--- config.mk ---
export PLATFORM = sky130hd
export DESIGN_NAME = tcw_ctrl
export DESIGN_NICKNAME = d
export VERILOG_FILES = /design/src/tcw_pkg.sv /design/src/tcw_ctrl.sv
export SDC_FILE = /design/constraint.sdc
export NUM_CORES = 1
export LEC_CHECK = 0
export BUFFER_PORTS_ARGS = -buffer_cell sky130_fd_sc_hd__buf_2
export CAP_MARGIN = 20
export CELL_PAD_IN_SITES_DETAIL_PLACEMENT = 2
export CELL_PAD_IN_SITES_GLOBAL_PLACEMENT = 2
export CORE_MARGIN = 8
export CORE_UTILIZATION = 26
export DETAILED_ROUTE_END_ITERATION = 10
export PLACE_DENSITY = 0.69
export RECOVER_POWER = 100
export SETUP_SLACK_MARGIN = 0.3
export SLEW_MARGIN = 0
export SYNTH_ARGS = -nofsm -noshare
export SYNTH_HDL_FRONTEND = slang
export SYNTH_SLANG_ARGS = --single-unit
export TNS_END_PERCENT = 30
--- constraint.sdc ---
create_clock -name clk -period 2 [get_ports clk]
set_input_delay 0.4 -clock clk [delete_from_list [all_inputs] [get_ports clk]]
set_output_delay 0.4 -clock clk [all_outputs]
set_load 0.03 [all_outputs]
--- src/tcw_pkg.sv ---
// Shared types and constants for the text console writer.
// Used by the controller, datapath and top level; no dependencies.
package tcw_pkg;

	localparam int SCREEN_WIDTH_DEF  = 80;
	localparam int SCREEN_HEIGHT_DEF = 25;

	localparam logic [7:0]  NEWLINE_CODE = 8'd10;
	localparam logic [7:0]  DEL_CODE     = 8'h7F;
	localparam logic [7:0]  BLOCK_CODE   = 8'd219;
	localparam logic [15:0] BLANK_CELL   = 16'h0720;
	localparam logic [15:0] CLEARED_CELL = 16'h0020;

	localparam logic [1:0] REG_TEXT_COLOR  = 2'd0;
	localparam logic [1:0] REG_BACKGROUND  = 2'd1;
	localparam logic [1:0] REG_SCROLL_EN   = 2'd2;

	typedef struct packed {
		logic clear_step;
		logic accept;
		logic exec;
		logic capture;
		logic sweep_start;
		logic sweep_step;
		logic drain;
		logic load_out;
	} tcw_cmd_t;

	typedef struct packed {
		logic clear_last;
		logic is_read;
		logic need_check;
		logic scroll_need;
		logic sweep_last;
		logic out_free;
	} tcw_stat_t;

endpackage

--- src/tcw_ctrl.sv ---
// Controller state machine for the text console writer.
// Depends on tcw_pkg for the command and status structs.
module tcw_ctrl import tcw_pkg::*; (
	input  logic      clk,
	input  logic      arst_n,
	input  logic      in_valid,
	output logic      in_ready,
	input  tcw_stat_t stat,
	output tcw_cmd_t  cmd
);

	typedef enum logic [7:0] {
		ST_CLEAR  = 8'b0000_0001,
		ST_IDLE   = 8'b0000_0010,
		ST_EXEC   = 8'b0000_0100,
		ST_RDWAIT = 8'b0000_1000,
		ST_CHECK  = 8'b0001_0000,
		ST_SWEEP  = 8'b0010_0000,
		ST_DRAIN  = 8'b0100_0000,
		ST_FINISH = 8'b1000_0000
	} state_t;

	state_t state_q, state_d;

	assign in_ready = (state_q == ST_IDLE);

	always_comb begin
		state_d = state_q;
		cmd     = '0;
		unique case (state_q)
			ST_CLEAR: begin
				cmd.clear_step = 1'b1;
				if (stat.clear_last) state_d = ST_IDLE;
			end
			ST_IDLE: begin
				if (in_valid) begin
					cmd.accept = 1'b1;
					state_d    = ST_EXEC;
				end
			end
			ST_EXEC: begin
				cmd.exec = 1'b1;
				if (stat.is_read)         state_d = ST_RDWAIT;
				else if (stat.need_check) state_d = ST_CHECK;
				else                      state_d = ST_FINISH;
			end
			ST_RDWAIT: begin
				cmd.capture = 1'b1;
				state_d     = ST_FINISH;
			end
			ST_CHECK: begin
				if (stat.scroll_need) begin
					cmd.sweep_start = 1'b1;
					state_d         = ST_SWEEP;
				end else begin
					state_d = ST_FINISH;
				end
			end
			ST_SWEEP: begin
				cmd.sweep_step = 1'b1;
				if (stat.sweep_last) state_d = ST_DRAIN;
			end
			ST_DRAIN: begin
				cmd.drain = 1'b1;
				state_d   = ST_CHECK;
			end
			ST_FINISH: begin
				if (stat.out_free) begin
					cmd.load_out = 1'b1;
					state_d      = ST_IDLE;
				end
			end
			default: state_d = ST_IDLE;
		endcase
	end

	always_ff @(posedge clk or negedge arst_n) begin
		if (!arst_n) begin
			state_q <= ST_CLEAR;
		end else begin
			state_q <= state_d;
		end
	end

endmodule

==> results of run 1 <==
-- final timing paths --
kind | to | slack (ns) | depth (start not counted)
min in group asynchronous | state_q[5] | 0.60 | 2
hold reg to reg | state_q[3] | 0.70 | 3
max in group asynchronous | state_q[0] | 1.04 | 2
hold / removal | state_q[0] | 0.28 | 2
setup reg to reg | state_q[7] | 0.36 | 5
setup / recovery | cmd[6] | -0.06 | 5
-- metal layers --
| metal | vias to the layer above | wire, um |
|---|---|---|
| met3 | 4 | 89 |
| met1 | 247 | 727 |
| li1 | 241 | - |
| met2 | 13 | 919 |
| met5 | - | 0 |
| met4 | 0 | 53 |
-- worst max-delay path: cells and delay by family, from the launching register on --
kind | cells | cell delay, ns
simple gates | 3 | 0.65
buf+inv | 2 | 0.28
flops | 1 | 0.45
-- placed cells by master (no fill, tap or decap), drive strengths merged, types with 3 or more instances in the layout --
cell / instances
nor3b: 4
nor2: 5
nor4: 3
dfrtp: 7
buf: 25
inv: 3
clkbuf: 5
and2: 3
-- power groups by stage --
stage	clock (W)	sequential (W)	combinational, W
after floorplan	0	0.000235	0.000268
after global placement	0	0.000231	0.000376
after detailed placement	0	0.000232	0.000383
after CTS	0.000147	0.000233	0.000451
after global routing	0.000157	0.000239	0.000513
final	0.000142	0.000235	0.000470
-- logic make-up after synthesis --
kind of cell           Yosys count
flip-flops                       8
XOR/XNOR                         2
AND/OR/NAND/NOR                 30
buffers and inverters            3
AO/OA/AOI/OAI                    5
-- timing repair --
item	in CTS	in global routing
setup buffers	6	1
gates resized for setup	12	11
pin swaps	3	4
hold buffers	1	0
cloned	0	0
setup endpoints to repair	9	10
endpoints found under the hold margin	7	0
-- stage by stage --
stage | instances | power [W]
2_1_floorplan | 48 | 0.000503
3_3_place_gp | 92 | 0.000607
3_5_place_dp | 92 | 0.000615
4_1_cts | 103 | 0.000832
5_1_grt | 104 | 0.000910
6_report | 104 | 0.000847
-- area by class of cell --
cell class                      instances  area (sq um)  share of cell area, %
Multi-Input combinational cell         37           328                   41.3
Inverter                                3          11.3                   1.42
Tap cell                               25          31.3                   3.94
Sequential cell                         8           203                   25.6
Timing Repair Buffer                   27           194                   24.4
Clock buffer                            4          26.3                   3.31
==> impl_metrics.json, run 1 <==
{
  "run_status": "finished with violations",
  "violated_checks": "negative setup slack",
  "timing.critical_path.from_type": "register",
  "synth.yosys.seq_area_share_pct": 41.7,
  "drv_cap": 0,
  "drtAntennaViolNets": 0,
  "synth_cell_type_count": 26,
  "design.portCount": 18,
  "worst_slew_pin_slew_ns": 0.479,
  "synthArstFlopShare_pct": 100,
  "yosys-top-cells-count": "dfrtp_1 (7), nor2_1 (5), and2_1 (3), inv_1 (3)",
  "worstSetupEndpointType": "primary output",
  "floorplan.initialDensity_pct": 27.7,
  "combinational_family_with_the_most_area_after_synthesis": "simple AND/OR/NAND/NOR gates",
  "drive_gt1_share_pct": 57.0,
  "die_outline_area_sq_um": 3490,
  "num_antenna_cells": 0,
  "post-synth-top-count-cell": "dfrtp_1",
  "drc_errors": 0,
  "tritoncts_num_sinks": 8,
  "h_tree_lvl_count": 1,
  "comb_pwr_share_pct": 55.5,
  "post-route-util_pct": 45.4,
  "cell_area_after_layout_sq_um": 793,
  "fin_setup_tns_ns": -0.161,
  "antenna_found_initial": 0,
  "power_per_cell_area_nw_per_um2": 1070,
  "cts_made_buffers": 3,
  "post_place_setup_slack_ns": 0.123,
  "clock-skew-final_ns": 0.0138,
  "p_leak_nw": 0.404,
  "power.share.clock_pct": 16.7,
  "largest_register_ffs": 8,
  "drt-vias-per-instance": 4.86,
  "hpwlAfterDp_um": 1180,
  "hold_viol_final": 0,
  "place_congestion": 0.735,
  "drt-initial-drc-count": 3,
  "kind_of_path_behind_the_tightest_hold_check": "input port to register",
  "fp.coreArea_sq_um": 1750,
  "syn2layout_area_growth_pct": 64.2,
  "wirelength_um": 1790,
  "cp_data_arrival_time_ns": 1.66,
  "portBuffers": 17,
  "synth_fp_nets": 57,
  "grt_most_used_layer": "met2",
  "largest-register": "state_q",
  "globalRouteMet3Util_pct": 4.77,
  "min_period_over_period_pct": 103,
  "registers_with_the_most_flip_flops": "state_q: 8 flops",
  "post_synth_top_area_cell": "dfrtp_1",
  "worstReg2RegStart": "state_q[0]",
  "setup_viol_count_final": 4,
  "netlist.area_leader.share_pct": 36.3,
  "max_clock_freq_mhz": 486,
  "finalNetCount": 89,
  "met1_usage_pct": 12.2,
  "clock_path_buffers": 2,
  "drt_pre_antenna_iters": 2,
  "synth.ff_latch_count": 8,
  "crit_slowest_cell": "dfrtp_2",
  "gate_count_after_technology_mapping": 48,
  "internal-power_w": 0.000476,
  "synth_flop_cell": "dfrtp_1",
  "post_synth_main_area_contributors": "dfrtp_1 (36%), dfstp_2 (5.4%), nor3b_2 (5.2%)",
  "whs_ns": 0.278,
  "period_minus_slack_ns": 2.06,
  "synth_adder_area_share_pct": 0,
  "global_route.usage.total_pct": 11.1,
  "cts.reportedPaths.clkPinSlew_ns": 0.07,
  "worst_hold_startpoint": "stat[5]",
  "p_switching_w": 0.000372,
  "grt_start_max_net_pins": 9,
  "syn_area_sq_um": 483,
  "critical_path.max_fanout": 6,
  "worst_setup_path_startpoint": "state_q[4]",
  "synthesis.yosys.warnings": 0,
  "clk_latency_ns": 0.27,
  "worst-setup-path-type": "register to primary output",
  "die_height_um": 59.1,
  "cts_tree": "yes",
  "synth-edff-count": 0,
  "groute.layer.met2.usage_pct": 16.5,
  "critPathRequiredTime_ns": 1.60,
  "synth_compound_area_share_pct": 7.77,
  "path_cells": "nor4_4, nand3_1, inv_2, and2_4, buf_2",
  "average_instance_area_after_synthesis_sq_um": 10.1,
  "fillCellCount": 201,
  "power.ir.vdd_worst_v": 0.000657,
  "root_buffer": "clkbuf_4",
  "post_drt_wl_per_cell_um": 17.2,
  "worst_slew_margin_rel_pct": 68.1,
  "power.share.sequential_pct": 27.7,
  "post_dp_cell_area_sq_um": 638,
  "power.switching_fraction_pct": 43.9,
  "detailroute.via_count": 505,
  "rows": 15,
  "final_max_slew_viol_count": 0,
  "rsz_0062_raised_after_global_routing": "true",
  "grt_remaining_overflow": 0,
  "die_width_um": 59.1,
  "critPathMaxStageDelay_ns": 0.45,
  "grt_pass1_wl_um": 2800,
  "yosys.area_share.simple_pct": 44.6,
  "synth-xor-area-share_pct": 3.63,
  "synth_mux_area_share_pct": 0,
  "grt_pass1_vias": 589,
  "worst_slack_ns": -0.0587
}
Power figures use the tool's default switching activity.
==> run 2, diff against run 1 <==
- BUFFER_PORTS_ARGS: -buffer_cell sky130_fd_sc_hd__buf_2 -> -buffer_cell sky130_fd_sc_hd__clkbuf_2
- CTS_CLUSTER_SIZE: unset -> 10
- MAX_ROUTING_LAYER: unset -> met4
==> impl_metrics.json, run 2 (synthesis gave the netlist of run 1 again) <==
{
  "portBuffers": 17,
  "drtAntennaViolNets": 0,
  "globalRouteMet3Util_pct": 5.21,
  "syn2layout_area_growth_pct": 74.9,
  "post_drt_wl_per_cell_um": 18.3,
  "place_congestion": 0.722,
  "largest_register_ffs": 8,
  "worst_slew_pin_slew_ns": 0.503,
  "clk_latency_ns": 0.27,
  "worstSetupEndpointType": "primary output",
  "h_tree_lvl_count": 1,
  "met1_usage_pct": 12.8,
  "num_antenna_cells": 0,
  "cts_made_buffers": 3,
  "violated_checks": "negative setup slack",
  "clock_path_buffers": 2,
  "layout.cells.most_common": "buf_4",
  "drv_cap": 0,
  "groute.layer.met2.usage_pct": 18.4,
  "largest-register": "state_q",
  "drc_errors": 0,
  "die_outline_area_sq_um": 3490,
  "dp_cell_count": 92,
  "power.ir.vdd_worst_v": 0.000537,
  "report.power.total_w": 0.000923,
  "drive_gt1_share_pct": 57.3,
  "rsz_0062_raised_after_global_routing": "true",
  "finalNetCount": 92,
  "cts_tree": "yes",
  "detailroute.via_count": 520,
  "design.portCount": 18,
  "layout.cells.non_filler": 107,
  "global_route.usage.total_pct": 11.4,
  "max_clock_freq_mhz": 467,
  "whs_ns": 0.269,
  "grt_remaining_overflow": 0,
  "final_max_slew_viol_count": 0,
  "drt-initial-drc-count": 2,
  "worst_slack_ns": -0.140,
  "p_leak_nw": 0.435,
  "die_height_um": 59.1,
  "grt_pass1_wl_um": 2820,
  "post-route-util_pct": 48.4,
  "wirelength_um": 1960,
  "setup_viol_count_final": 5,
  "min_period_over_period_pct": 107,
  "reg2reg_setup_slack_ns": 0.31,
  "hold_viol_final": 0,
  "antenna_found_initial": 0,
  "critPathRequiredTime_ns": 1.60,
  "critical_path.max_fanout": 3,
  "worst_slew_margin_rel_pct": 66.5,
  "cp_data_arrival_time_ns": 1.74,
  "run_status": "finished with violations",
  "die_width_um": 59.1,
  "fp.coreArea_sq_um": 1750,
  "hpwlAfterDp_um": 1140,
  "worst-setup-path-type": "register to primary output",
  "floorplan.initialDensity_pct": 27.7,
  "registers_with_the_most_flip_flops": "state_q: 8 flops",
  "grt_start_max_net_pins": 9,
  "drt-vias-per-instance": 4.86,
  "rows": 15,
  "timing.critical_path.from_type": "register",
  "cts.reportedPaths.clkPinSlew_ns": 0.07,
  "power_per_cell_area_nw_per_um2": 1090,
  "kind_of_path_behind_the_tightest_hold_check": "input port to register",
  "clock-skew-final_ns": 0.00720,
  "grt_most_used_layer": "met2",
  "grt_pass1_vias": 553,
  "tritoncts_num_sinks": 8,
  "drt_pre_antenna_iters": 4,
  "layout_common_cells": "buf_4 (13), clkbuf_2 (7), dfrtp_1 (6)",
  "period_minus_slack_ns": 2.14,
  "root_buffer": "clkbuf_4"
}
-- run 2: worst max-delay path: stages (launching register included) --
cell,delay [ns]
dfrtp_1,0.43
nor4_4,0.31
nor3b_4,0.29
and4b_2,0.30
buf_8,0.13
-- run 2: power by group --
group | total [W] | switching, W | internal [W]
logic | 0.000538 | 0.000281 | 0.000257
registers | 0.000234 | 0.0000460 | 0.000188
clock network | 0.000150 | 0.0000730 | 0.0000772
total | 0.000923 | 0.000400 | 0.000523
-- run 2: timing repair --
item	in CTS	in global routing
buffers inserted	6	4
endpoints found under the setup margin	9	10
resized for setup	12	20
hold endpoints to repair	7	0
pin swaps	6	6
hold buffers	1	0
-- run 2: layout make-up --
class,instances,area [sq um]
Clock buffer,4,26.3
Fill cell,190,901
Inverter,3,11.3
Multi-Input combinational cell,37,328
Sequential cell,8,203
Tap cell,25,31.3
Timing Repair Buffer,30,245
-- run 2: per-layer routing --
layer  share of wire [%]  routed length, um
met1                  40                783
met2                  52               1010
met3                 7.6                149
met4                0.61                 12
met5                   0                  0
-- run 2: per-stage QoR --
step	area, sq um	setup slack, ns	TNS [ns]
after detailed placement	638	0.145	0
after floorplan	507	0.293	0
after CTS	764	-0.0439	-0.0934
final	845	-0.140	-0.315
after global placement	638	0.167	0
after global routing	845	-0.208	-0.865
-- run 2: path summary, 6_finish.rpt --
| path | startpoint | end | cells past startpoint |
|---|---|---|---|
| worst max-delay path | state_q[7] | cmd[3] | 4 |
| max in group asynchronous | arst_n | state_q[4] | 2 |
| worst min-delay path | stat[5] | state_q[0] | 2 |
| worst min register to register | state_q[2] | state_q[1] | 3 |
| worst max register to register | state_q[7] | state_q[5] | 6 |
| min in group asynchronous | arst_n | state_q[7] | 2 |
==> run 3, diff against run 2 <==
- MAX_ROUTING_LAYER: met4 -> unset
==> impl_metrics.json, run 3 (synthesis gave the netlist of run 1 again) <==
{
  "run_status": "finished with violations",
  "violated_checks": "negative setup slack",
  "portBuffers": 17,
  "layout_common_cells": "buf_4 (12), clkbuf_2 (7), dfrtp_1 (5)",
  "power.switching_fraction_pct": 42.8,
  "grt_start_max_net_pins": 9,
  "h_tree_lvl_count": 1,
  "post_drt_wl_per_cell_um": 17.7,
  "fp.coreArea_sq_um": 1750,
  "registers_with_the_most_flip_flops": "state_q: 8 flops",
  "die_height_um": 59.1,
  "seq_area_sq_um": 204,
  "comb_pwr_share_pct": 58.1,
  "period_minus_slack_ns": 2.11,
  "power_per_cell_area_nw_per_um2": 1100,
  "tritoncts_num_sinks": 8,
  "final_max_slew_viol_count": 0,
  "grt_remaining_overflow": 0,
  "power.share.sequential_pct": 25.7,
  "design.portCount": 18,
  "die_width_um": 59.1,
  "max_clock_freq_mhz": 473,
  "clock-skew-final_ns": 0.00900,
  "dp_cell_count": 92,
  "worstSetupEndpointType": "primary output",
  "p_leak_nw": 0.423,
  "timing.critical_path.from_type": "register",
  "worst_slew_pin_slew_ns": 0.504,
  "wirelength_um": 1880,
  "drtAntennaViolNets": 0,
  "clock_path_buffers": 2,
  "cp_data_arrival_time_ns": 1.71,
  "fillCellCount": 195,
  "drc_errors": 0,
  "antenna_found_initial": 0,
  "internal-power_w": 0.000524,
  "drt-vias-per-instance": 4.83,
  "layout.cells.non_filler": 106,
  "cts_tree": "yes",
  "drive_gt1_share_pct": 56.8,
  "drv_cap": 0,
  "critPathRequiredTime_ns": 1.60,
  "reg2reg_setup_slack_ns": 0.33,
  "report.power.total_w": 0.000917,
  "root_buffer": "clkbuf_4",
  "cts.reportedPaths.clkPinSlew_ns": 0.07,
  "rows": 15,
  "cts_made_buffers": 3,
  "detailroute.via_count": 512,
  "post-route-util_pct": 47.7,
  "largest-register": "state_q",
  "layout.cells.most_common": "buf_4",
  "hpwlAfterDp_um": 1140,
  "clk_latency_ns": 0.27,
  "drt_pre_antenna_iters": 4,
  "largest_register_ffs": 8,
  "place_congestion": 0.713,
  "kind_of_path_behind_the_tightest_hold_check": "input port to register",
  "syn2layout_area_growth_pct": 72.5,
  "worst-setup-path-type": "register to primary output",
  "post_place_setup_slack_ns": 0.145,
  "rsz_0062_raised_after_global_routing": "true",
  "global_route.usage.total_pct": 11.1,
  "grt_pass1_vias": 554,
  "power.ir.vdd_worst_v": 0.000528,
  "grt_pass1_wl_um": 2820,
  "worst_slew_margin_rel_pct": 66.4,
  "min_period_over_period_pct": 106,
  "critical_path.max_fanout": 3,
  "die_outline_area_sq_um": 3490,
  "finalNetCount": 91,
  "drt-initial-drc-count": 5,
  "num_antenna_cells": 0,
  "floorplan.initialDensity_pct": 27.7,
  "power.share.clock_pct": 16.2,
  "p_switching_w": 0.000393,
  "hold_viol_final": 0,
  "footprint_of_the_multi_input_gates_sq_um": 323,
  "worst_slack_ns": -0.114,
  "setup_viol_count_final": 5
}
==> run 3: layer usage <==
metal  part of all wire (%)  track usage (%)
met5                      0                0
met4                    3.0             2.05
met2                     51             18.4
met1                     41             12.6
met3                    5.6             5.42
==> run 3: timing repair <==
item	CTS	global route
pin swaps	6	6
hold buffers	1	0
setup endpoints to repair	9	10
resized for setup	12	20
endpoints found under the hold margin	7	0
buffers inserted	6	3
==> run 3: worst paths after layout <==
path	from	to	cells after the start
setup / recovery	state_q[7]	cmd[3]	4
hold / removal	stat[5]	state_q[0]	2
setup reg to reg	state_q[7]	state_q[7]	5
hold reg to reg	state_q[2]	state_q[1]	3
max in group asynchronous	arst_n	state_q[5]	2
min in group asynchronous	arst_n	state_q[6]	2
==> run 3: power by group through the flow <==
stage,logic [W],registers [W],clock network [W]
2_1_floorplan,0.000268,0.000235,0
3_3_place_gp,0.000376,0.000231,0
3_5_place_dp,0.000378,0.000232,0
4_1_cts,0.000443,0.000228,0.000153
5_1_grt,0.000573,0.000241,0.000160
6_report,0.000533,0.000236,0.000149
==> run 3: critical path, cell delays in order, from the launching register on <==
cell,delay (ns)
dfrtp_1,0.44
nor4_4,0.31
nor3b_4,0.26
and4b_2,0.30
buf_8,0.13
==> run 3: stage by stage <==
| stage | hold slack (ns) | setup TNS [ns] | cell area [sq um] |
|---|---|---|---|
| floorplan | 0.104 | 0 | 507 |
| global placement | 0.270 | 0 | 638 |
| detailed placement | 0.264 | 0 | 638 |
| CTS | 0.256 | -0.0934 | 764 |
| global route | 0.264 | -0.822 | 833 |
| finish | 0.269 | -0.299 | 833 |
==> run 3: cell type report <==
cell class | count | share of cell area (%)
Multi-Input combinational cell | 37 | 38.7
Timing Repair Buffer | 29 | 28.5
Sequential cell | 8 | 24.5
Tap cell | 25 | 3.75
Clock buffer | 4 | 3.15
Inverter | 3 | 1.35
